--- config.mk ---
export PLATFORM = sky130hd
export DESIGN_NAME = fskg_front
export DESIGN_NICKNAME = d
export VERILOG_FILES = /design/src/sv/fskg_pkg.sv /design/src/sv/fskg_front.sv
export SDC_FILE = /design/constraint.sdc
export NUM_CORES = 1
export LEC_CHECK = 0
export ABC_AREA = 1
export BUFFER_PORTS_ARGS = -buffer_cell sky130_fd_sc_hd__buf_4
export CAP_MARGIN = 20
export CORE_ASPECT_RATIO = 1.2
export CORE_UTILIZATION = 47
export DETAILED_ROUTE_END_ITERATION = 16
export GPL_ROUTABILITY_DRIVEN = 0
export GPL_TIMING_DRIVEN = 0
export HOLD_SLACK_MARGIN = 0.05
export PLACE_DENSITY = 0.83
export SYNTH_ARGS = -nofsm -noshare
export SYNTH_HDL_FRONTEND = slang
export SYNTH_SLANG_ARGS = --single-unit
--- constraint.sdc ---
create_clock -name clk -period 4.3 [get_ports clk]
set_input_delay 0 -clock clk [delete_from_list [all_inputs] [get_ports clk]]
set_output_delay 0 -clock clk [all_outputs]
set_load 0.03 [all_outputs]
--- src/sv/fskg_pkg.sv ---
// ----------------------------------------------------------------------------
// fskg_pkg
// Shared types, codes and constant functions of the four-tone FSK generator.
// ----------------------------------------------------------------------------
package fskg_pkg;

    localparam int TABLE_BITS_DEF    = 12;
    localparam int FRAME_SYMBOLS_DEF = 162;
    localparam int Q15_FULL          = 32767;
    localparam int SYMBOL_STEP       = 12000;
    localparam int DIVIDEND_W        = 55;
    localparam logic [63:0] HALF_PI_Q62 = 64'h6487ED5110B4611A;

    typedef enum logic [1:0] {
        MODE_LOAD  = 2'd0,
        MODE_PHASE = 2'd1,
        MODE_START = 2'd2,
        MODE_TICK  = 2'd3
    } mode_t;

    typedef enum logic [2:0] {
        CFG_STEP0     = 3'd0,
        CFG_STEP1     = 3'd1,
        CFG_STEP2     = 3'd2,
        CFG_STEP3     = 3'd3,
        CFG_AMPLITUDE = 3'd4,
        CFG_FRAME     = 3'd5,
        CFG_RAMP      = 3'd6,
        CFG_PERIOD    = 3'd7
    } cfg_index_t;

    typedef enum logic [2:0] {
        ST_IDLE,
        ST_AMP,
        ST_AMPDIV,
        ST_DIV,
        ST_ENV,
        ST_OUT
    } back_state_t;

    typedef struct packed {
        mode_t       mode;
        logic        slot_ok;
        logic [7:0]  slot;
        logic [1:0]  tone;
        logic [63:0] phase;
    } item_t;

    typedef struct packed {
        logic [3:0][63:0]   step;
        logic signed [15:0] amplitude;
        logic [39:0]        frame_samples;
        logic [39:0]        ramp_samples;
        logic [45:0]        symbol_period;
    } cfg_t;

    function automatic logic [63:0] mul_q62(input logic [63:0] a, input logic [63:0] b);
        logic [127:0] p;
        p = a * b;
        return p[125:62];
    endfunction

    function automatic logic [63:0] udiv64(input logic [63:0] a, input logic [63:0] b);
        logic [64:0] rem;
        logic [63:0] quo;
        rem = '0;
        quo = '0;
        for (int i = 63; i >= 0; i--)
        begin
            rem = {rem[63:0], a[i]};
            if (rem >= {1'b0, b})
            begin
                rem    = rem - {1'b0, b};
                quo[i] = 1'b1;
            end
        end
        return quo;
    endfunction

    function automatic logic [14:0] quarter_value(input int qs, input int k);
        logic [63:0] low_mask;
        logic [63:0] kk;
        logic [63:0] x;
        logic [63:0] x2;
        logic [63:0] term;
        logic [63:0] sum;
        logic [63:0] p;
        logic [63:0] r;
        logic [63:0] d;
        low_mask = (64'd1 << qs) - 64'd1;
        kk = 64'(k);
        x = (HALF_PI_Q62 >> qs) * kk + (((HALF_PI_Q62 & low_mask) * kk) >> qs);
        x2 = mul_q62(x, x);
        term = x;
        sum = x;
        for (int n = 1; n <= 12; n++)
        begin
            d = 64'((2 * n) * (2 * n + 1));
            term = udiv64(mul_q62(term, x2), d);
            if ((n & 1) == 1)
                sum = sum - term;
            else
                sum = sum + term;
        end
        p = (sum >> 20) * 64'(Q15_FULL);
        r = (p + (64'd1 << 41)) >> 42;
        if (r > 64'(Q15_FULL))
            r = 64'(Q15_FULL);
        return r[14:0];
    endfunction

    function automatic logic [15:0] div_q15(input logic [30:0] m);
        logic [15:0] t1;
        logic [16:0] r1;
        logic [1:0]  t2;
        logic [15:0] r2;
        t1 = m[30:15];
        r1 = {2'b00, m[14:0]} + {1'b0, t1};
        t2 = r1[16:15];
        r2 = {1'b0, r1[14:0]} + {14'd0, t2};
        return t1 + {14'd0, t2} + {15'd0, (r2 >= 16'(Q15_FULL))};
    endfunction

endpackage

--- src/sv/fskg_front.sv ---
// ----------------------------------------------------------------------------
// fskg_front
// Accepts requests, classifies them and holds them in a two-entry queue.
// ----------------------------------------------------------------------------
module fskg_front #(
    parameter int FRAME_SYMBOLS = fskg_pkg::FRAME_SYMBOLS_DEF
) (
    input  logic                clk,
    input  logic                rst_n,
    input  logic                start,
    output logic                busy,
    input  logic [1:0]          mode,
    input  logic [7:0]          symbol_slot,
    input  logic [7:0]          tone_value,
    input  logic [63:0]         phase_value,
    output logic                head_valid,
    output fskg_pkg::item_t     head,
    input  logic                pop
);

    fskg_pkg::item_t q_reg [2];
    logic [1:0] count_reg;
    logic       wr_ptr_reg;
    logic       rd_ptr_reg;
    logic       push;
    logic       do_pop;
    fskg_pkg::item_t in_item;

    assign busy       = (count_reg == 2'd2);
    assign head_valid = (count_reg != 2'd0);
    assign head       = q_reg[rd_ptr_reg];
    assign push       = start && !busy;
    assign do_pop     = pop && head_valid;

    always_comb
    begin
        in_item.mode    = fskg_pkg::mode_t'(mode);
        in_item.slot    = symbol_slot;
        in_item.slot_ok = ({1'b0, symbol_slot} < 9'(FRAME_SYMBOLS));
        in_item.tone    = (tone_value > 8'd3) ? 2'd0 : tone_value[1:0];
        in_item.phase   = phase_value;
    end

    always_ff @(posedge clk)
    begin
        if (push)
            q_reg[wr_ptr_reg] <= in_item;
    end

    always_ff @(posedge clk or negedge rst_n)
    begin
        if (!rst_n)
        begin
            count_reg  <= 2'd0;
            wr_ptr_reg <= 1'b0;
            rd_ptr_reg <= 1'b0;
        end
        else
        begin
            if (push)
                wr_ptr_reg <= !wr_ptr_reg;
            if (do_pop)
                rd_ptr_reg <= !rd_ptr_reg;
            count_reg <= count_reg + {1'b0, push} - {1'b0, do_pop};
        end
    end

endmodule

After elaboration in Yosys (flattened, before gate mapping)

Memories as Yosys holds them, arrays and structs flattened.
Cells that the tools add are included.

Memory bits (read-only): 0
Register bits: 4
Output and inout bits: 79
Input port bits: 86
Bits in latches: 0
Memories kept: 1
RAM bits: 154
Word-level logic and storage cells: 18

Reductions and logical operators: 6
Div/mod/pow operators: 0
Muxes and demuxes: 3
Bitwise gates (word level): 0
Shift-type cells: 0
$add $sub $neg: 2
Eq/ne operators: 1
Multipliers: 0
Magnitude comparators: 2

Memory list:

| memory | depth | bits a word | rd ports | clocked after memory_dff | wr ports | RTL line         | RTL |
|---|---|---|---|---|---|---|---|
| q_reg  | 2     | 77          | 1        | 0                        | 1        | fskg_front.sv:21 | `fskg_pkg::item_t q_reg [2];` |

Operator list:

| kind                                                           | number |
|---|---|
| greater-than comparator 8 x 2 -> 1 bit (second input constant) | 1 |
| < comparator 8 bit (second input constant)                     | 1 |
| logical NOT 1 bit                                              | 3 |
| adder 2 x 1 -> 2 bit                                           | 1 |
| == test 2 bit (second input constant)                          | 1 |
| logical AND 1 bit                                              | 2 |
| 2-to-1 mux 1 bit                                               | 2 |
| 2-to-1 mux 2 bit                                               | 1 |
| nonzero test 2 bit                                             | 1 |
| subtractor 2 x 1 -> 2 bit                                      | 1 |

Logic depth before layout (Yosys ltp)

Gate-level depths: netlist of run 1.

Depth in word-level cells: 5
Gate-level depth with buffers: 8

Least setup slack after synthesis of run 1

OpenSTA, ideal clock, no wires.

Path kind: register to register
Start point: register count_reg[1]
End point: memory q_reg[1][0] (netlist bit) (enable)
Data required time: 3.788 ns
Clock period less this slack: 4.298 ns
Arrival: 3.786 ns
Stages on the path, launching flop included: 4
Path slack: 0.002 ns
Buffers on the path: 0
Cell sequence: dfrtp_1 > inv_1 > o21ai_2 > nor2_1

Cells in the longest elaborated chain, start to end: 5

Ends and longest elaborated chain:

| what                                   | RTL line         | RTL |
|---|---|---|
| start, declared                        | fskg_front.sv:22 | `logic [1:0] count_reg;` |
| start signal, assigned                 | fskg_front.sv:64 | `count_reg <= count_reg + {1'b0, push} - {1'b0, do_pop};` |
| == test 2 bit                          | fskg_front.sv:29 | `assign busy = (count_reg == 2'd2);` |
| logical NOT 1 bit                      | fskg_front.sv:32 | `assign push = start && !busy;` |
| logical AND 1 bit                      | fskg_front.sv:32 |  |
| 2-to-1 mux 1 bit                       | fskg_front.sv:46 | `if (push)` |
| 2-to-1 mux 1 bit (implied by the code) | fskg_front.sv:47 | `q_reg[wr_ptr_reg] <= in_item;` |
| end, declared                          | fskg_front.sv:21 |  |

Every way passes these cells.

Final worst setup path of run 1

Start point: register count_reg[1]
End point: memory q_reg[0][49] (netlist bit) (enable)

Same word-level chain as after synthesis.

==> out/metrics.yaml, run 1 <==
status:
  status: "completed"
critical_path:
  cp-end-kind: "flop"
  crit_type: "flop to flop"
  r2r_slack_ns: 2.43
  rr_worst_depth: 6
  crit_fanout: 41
  cp.required_ns: 4.39
  rr_endpoint: "q_reg[0][49]"
  cp.arrival_ns: 1.96
  start_kind: "flop"
  path_cells: "inv_1, nor2_1, inv_1, nand3_1, inv_4, buf_12"
  r2r_start: "count_reg[1]"
  crit_top_cell: "inv_1"
  critical_path.max_stage_delay_ns: 0.44
  crit_path_top_delay_cell: "dfrtp_1"
sta:
  max-slew-margin-rel_pct: 60.36
  tightest_slew_ns: 0.5933
  final.setup.tns_ns: 0
  finalCriticalPeriod_ns: 1.867
  fin_skew_ns: 0.007254
  rsz0062_at_grt: "no"
  whs_ns: 0.3088
  finalMaxSlewViolations: 0
  fmax_ghz: 0.5357
  finalSetupViolCount: 0
  hold_violations: 0
  setup_ws_ns: 2.433
  fin_crit_sh_pct: 43.42
layout:
  finish.utilization_pct: 71.88
  n_antenna_cell: 0
  area_delta_synth_final_pct: 48.18
  finalNonFillerCells: 896
  largest_reg_flops: 154
  nNetsFinal: 810
  fill_cells: 772
  layout-drive-gt1-share_pct: 29.25
cts:
  cts_root_buf: "clkbuf_16"
  clockBufferDepth: 2
  htreeDepth: 4
  clk_pin_slew_ns: 0.06
  cts_resized: 0
  insertion_delay_ns: 0.41
  tritoncts: "yes"
  clock-sinks: 158
  cts_made_buffers: 17
yosys:
  netlist.area_leader.share_pct: 78.01
  syn_area_um2: 5928
  netlist_instances: 452
  avgSynthCellArea_um2: 13.12
  synth-seq-cells: 158
  synth_area_leaders: "edfxtp_1 (78%), nand2_1 (16%), dfrtp_1 (1.7%), buf_2 (0.84%), buf_6 (0.76%)"
  synth_nets: 540
  ys_seq_area_share_pct: 79.70
  synth_warnings: 0
  synth_top_area_cell: "edfxtp_1"
  ys_types: 17
global_routing:
  grt_pass1_wl_mm: 22.00
  grt_start_max_net_pins: 42
  antenna_found_initial: 0
  grt-ovfl-total: 0
  grt_usage_pct: 22.35
  grt_pass1_vias: 4417
floorplan:
  rows: 44
  die_w_um: 104.5
  die_h_um: 125.0
  io_pins: 165
  core-area_um2: 12220
  die_area_um2: 13070
  start_util_pct: 48.51
placement:
  numPortBuffers: 164
  pre_cts_slack_ns: 2.440
  place_hpwl_mm: 8.048
  dp.cells: 780
route:
  drt_first_pass_iters: 4
  drt_drc_violations_left: 0
  wl_mm: 14.02
  post_drt_wl_per_cell_um: 15.65
  viasPerCell: 4.729
  final_antenna_net_count: 0
  vias: 4237
  drt_iter0_markers: 192
power_and_ir_drop:
  p_leak_nw: 3.790
  comb_power_share_pct: 43.1
  switching_power_w: 0.002433
  swShare_pct: 39.48
  intPower_w: 0.003730
  power.density_nw_per_um2: 701.5
  seq_power_share_pct: 35.6
  ir_drop_mv: 0.3978
  clkPwrFrac_pct: 21.2
min_path:
  hp-class: "input pin to flop"
  min_path_cells: 2
  worstHoldStart: "phase_value[57]"
  min_to: "q_reg[0][57]"
run:
  maxCapViolCount: 0
==> critical path, delay by kind of cell, from the launching register on <==
family / cells / cell delay, ns
buf+inv: 4 / 0.90
flops: 1 / 0.44
simple gates: 2 / 0.18
==> layer usage <==
layer	part of all wire (%)	GRT usage [%]	wire length (um)	vias up
met3	5.3	5.631	743	22
li1	-	-	-	2052
met2	55	41.53	7729	156
met1	38	24.46	5285	2007
met5	0	0	0	-
met4	1.8	7.983	259	0
==> synthesized netlist by cell type <==
cell type / count
nor2_1: 9
dfrtp_1: 4
buf_6: 4
a21oi_1: 1
buf_4: 3
or2_2: 1
o21ai_2: 1
ha_1: 2
edfxtp_1: 154
o21a_1: 1
xnor2_1: 1
xor2_1: 1
buf_2: 10
nand3_1: 3
nand2_1: 245
inv_4: 1
inv_1: 11
==> timing repair <==
action	4_1_cts	5_1_grt
setup buffers	0	0
endpoints found under the hold margin	160	0
hold buffers	84	0
==> cell usage in the layout, fill, tap and decap left out, drive strengths merged <==
cell type	synthesis	layout
a21oi	1	1
clkinvlp	0	5
nor2	9	9
o21ai	1	1
nand2	245	245
inv	12	12
buf	17	184
nand3	3	3
o21a	1	1
clkinv	0	5
xnor2	1	1
clkbuf	0	22
dlygate4sd3	0	84
or2	1	1
dfrtp	4	4
xor2	1	1
edfxtp	154	154
ha	2	2
==> how the worst max path moves through the flow <==
stage	start	end	slack [ns]	depth (start not counted)
global route	count_reg[1]	q_reg[0][49]	2.33	6
finish	count_reg[1]	q_reg[0][49]	2.43	6
global placement	count_reg[1]	q_reg[1][53]	-1.68	3
CTS	count_reg[1]	q_reg[0][33]	2.42	6
floorplan	count_reg[1]	q_reg[1][0]	0.002	3
detailed placement	count_reg[1]	q_reg[0][46]	2.44	6
==> layout make-up <==
class	count	area, um^2	area share (%)
timing repair buffer	251	2132	24.27
sequential	158	4725	53.78
multi-input combinational	265	1046	11.91
clock inverter	10	68.82	0.7834
inverter	12	50.05	0.5697
buffer	17	117.6	1.339
clock buffer	22	444.2	5.056
tap	161	201.4	2.293
==> power groups by stage <==
| stage | combinational [W] | clock, W | sequential (W) |
|---|---|---|---|
| finish | 0.00266 | 0.00131 | 0.00220 |
| global route | 0.00284 | 0.00138 | 0.00222 |
| CTS | 0.00265 | 0.00133 | 0.00219 |
| detailed placement | 0.00259 | 0 | 0.00222 |
| global placement | 0.00249 | 0 | 0.00226 |
| floorplan | 0.00159 | 0 | 0.00223 |
==> kinds of logic after synthesis <==
| kind of cell | after synthesis | synth area share [%] |
|---|---|---|
| adder cells (fa/ha/maj) | 2 | 0.4221 |
| buffers and inverters | 29 | 2.786 |
| AO/OA/AOI/OAI | 3 | 0.3588 |
| XOR/XNOR | 2 | 0.2955 |
| AND/OR/NAND/NOR | 258 | 16.44 |
| flip-flops | 158 | 79.70 |
==> per-stage QoR <==
step	cell area (um^2)	power, W
after floorplan	5928	0.003816
after global placement	7361	0.004748
after detailed placement	7431	0.004806
after CTS	8785	0.006169
after global routing	8785	0.006443
final	8785	0.006163
(Power assumes the default switching activity.)
==> run 2, diff against run 1 <==
==> constraint.sdc (replaced) <==
create_clock -name clk -period 1.7 [get_ports clk]
set_input_delay 0 -clock clk [delete_from_list [all_inputs] [get_ports clk]]
set_output_delay 0 -clock clk [all_outputs]
set_load 0.03 [all_outputs]
==> out/metrics.yaml, run 2 (synthesized netlist as in run 1, its figures left out) <==
sta:
  max-slew-margin-rel_pct: 81.14  # +21 points
  tightest_slew_ns: 0.2822  # -0.3111 ns
  fmax_ghz: 0.6148
  rsz0062_at_grt: "yes"
  fin_skew_ns: 0.01295  # +0.005693 ns
  finalCriticalPeriod_ns: 1.627
  whs_ns: 0.3155  # +0.006723 ns
  finalMaxSlewViolations: 0  # unchanged
  setup_ws_ns: 0.07343  # -2.360 ns
  fin_crit_sh_pct: 95.68
  finalSetupViolCount: 0  # unchanged
  final.setup.tns_ns: 0  # unchanged
  hold_violations: 0  # unchanged
route:
  viasPerCell: 4.767  # +0.81%
  drt_iter0_markers: 237  # +23%
  drt_drc_violations_left: 0  # unchanged
  drt_first_pass_iters: 4  # unchanged
  wl_mm: 13.89  # -0.95%
  vias: 4295  # +1.4%
  post_drt_wl_per_cell_um: 15.41  # -1.5%
  final_antenna_net_count: 0  # unchanged
cts:
  cts_made_buffers: 17  # unchanged
  insertion_delay_ns: 0.41  # about the same
  tritoncts: "yes"
  clk_pin_slew_ns: 0.06  # about the same
  clockBufferDepth: 2  # unchanged
  clock-sinks: 158  # unchanged
  cts_root_buf: "clkbuf_16"
  htreeDepth: 4  # unchanged
critical_path:
  r2r_start: "count_reg[1]"
  crit_fanout: 10  # -76%
  cp.arrival_ns: 1.63  # -0.33 ns
  start_kind: "flop"
  rr_worst_depth: 4  # -2
  cp-end-kind: "output port"
  rr_endpoint: "q_reg[1][54]"
  r2r_slack_ns: 0.19  # -2.24 ns
  cp.required_ns: 1.70  # -2.69 ns
  crit_type: "flop to output port"
global_routing:
  grt_pass1_wl_mm: 21.71  # -1.3%
  grt-ovfl-total: 0  # unchanged
  grt_usage_pct: 21.69  # -0.66 points
  grt_start_max_net_pins: 34  # -19%
  antenna_found_initial: 0  # unchanged
  grt_pass1_vias: 4452  # +0.79%
power_and_ir_drop:
  switching_power_w: 0.006163  # +150%
  swShare_pct: 38.47  # -1.0 points
  seq_power_share_pct: 34.7  # -0.9 points
  ir_drop_mv: 1.183  # +200%
  power.density_nw_per_um2: 1795  # +160%
  clkPwrFrac_pct: 22.1  # +0.9 points
  intPower_w: 0.009859  # +160%
  comb_power_share_pct: 43.2  # about the same
  p_leak_nw: 3.856  # +1.7%
  total_power_w: 0.01602  # +160%
layout:
  layout_commonest_cell: "nand2_1"
  layout-drive-gt1-share_pct: 30.95  # +1.7 points
  fill_cells: 772  # unchanged
  layout_common_cells: "nand2_1 (244), buf_4 (173), edfxtp_1 (154), dlygate4sd3_1 (83), clkbuf_16 (17)"
  largest_reg_flops: 154  # unchanged
  multi_input_area_um2: 1061  # +1.4%
  n_antenna_cell: 0  # unchanged
  nNetsFinal: 817  # +0.86%
  area_delta_synth_final_pct: 50.57
  final_area_um2: 8926  # +1.6%
  regArea_um2: 4725  # unchanged
status:
  status: "completed"
min_path:
  worstHoldStart: "phase_value[39]"
  min_path_cells: 2  # unchanged
  min_to: "q_reg[1][39]"
  hp-class: "input pin to flop"
placement:
  numPortBuffers: 164  # unchanged
  place_hpwl_mm: 8.007  # -0.51%
  pre_cts_slack_ns: 0.008867  # -2.431 ns
  post_dp_cell_area_um2: 7465  # +0.45%
floorplan:
  die_h_um: 125.0  # unchanged
  io_pins: 165  # unchanged
  die_w_um: 104.5  # unchanged
  start_util_pct: 48.51  # unchanged
  rows: 44  # unchanged
  core-area_um2: 12220  # unchanged
  die_area_um2: 13070  # unchanged
run:
  maxCapViolCount: 0  # unchanged
## run 2: cell count changes in the layout (fill, tap and decap cells not counted), moves of 2 or more
cell / previous run / this run
buf_2: 10 / 7
buf_4: 167 / 173
buf_8: 0 / 2
bufinv_16: 0 / 2
clkbuf_1: 5 / 2
clkbuf_4: 0 / 3
inv_1: 10 / 8
inv_2: 0 / 2
inv_4: 2 / 0
## run 2: metal layers
layer	vias up	share of wire, %	track usage, %
met2	149	54	38.99
li1	2067	-	-
met4	0	1.5	8.151
met1	2060	39	24.50
met5	-	0	0
met3	19	5.1	5.839
## run 2: power groups by stage
stage | Combinational [W] | Clock, W | Sequential [W]
floorplan | 0.00406 | 0 | 0.00559
global placement | 0.00633 | 0 | 0.00564
detailed placement | 0.00657 | 0 | 0.00562
CTS | 0.00675 | 0.00361 | 0.00555
global route | 0.00739 | 0.00374 | 0.00563
finish | 0.00692 | 0.00355 | 0.00556
## run 2: worst max-delay path by stage
| stage | startpoint | endpoint | slack, ns |
|---|---|---|---|
| after floorplan | count_reg[1] | q_reg[0][0] | -0.66 |
| after detailed placement | count_reg[1] | q_reg[1][61] | 0.009 |
| after CTS | rd_ptr_reg | head[57] | 0.003 |
| final | rd_ptr_reg | head[62] | 0.07 |
| after global placement | count_reg[1] | q_reg[0][48] | -1.14 |
| after global routing | rd_ptr_reg | head[71] | -0.0005 |
## run 2: timing repair
action / CTS / global route
hold endpoints to repair: 160 / 0
buffers inserted: 0 / 7
gates resized for setup: 1 / 7
pin swaps: 1 / 1
hold buffers: 83 / 0
setup endpoints to repair: 5 / 150
## run 2: critical path: stages, from the launching register on
cell and delay, ns:
dfrtp_1 0.36, buf_4 0.18, inv_6 0.09, buf_8 0.14, buf_8 0.14, nand2_1 0.06, nand2_1 0.08, buf_4 0.16
## run 2: per-stage QoR
step	cells	util, %
final	901	73.03
after global routing	901	73.03
after CTS	894	72.44
after detailed placement	781	61.08
after global placement	777	60.42
after floorplan	452	-
## run 2: area by class of cell
cell class	instances	share of cell area [%]
plain buffers	17	1.486
clock buffers	19	4.850
clock inverters	11	1.360
inverters	12	0.6027
multi-input cells	265	11.89
flip-flops and latches	158	52.93
well taps	161	2.257
repair buffers	258	24.63
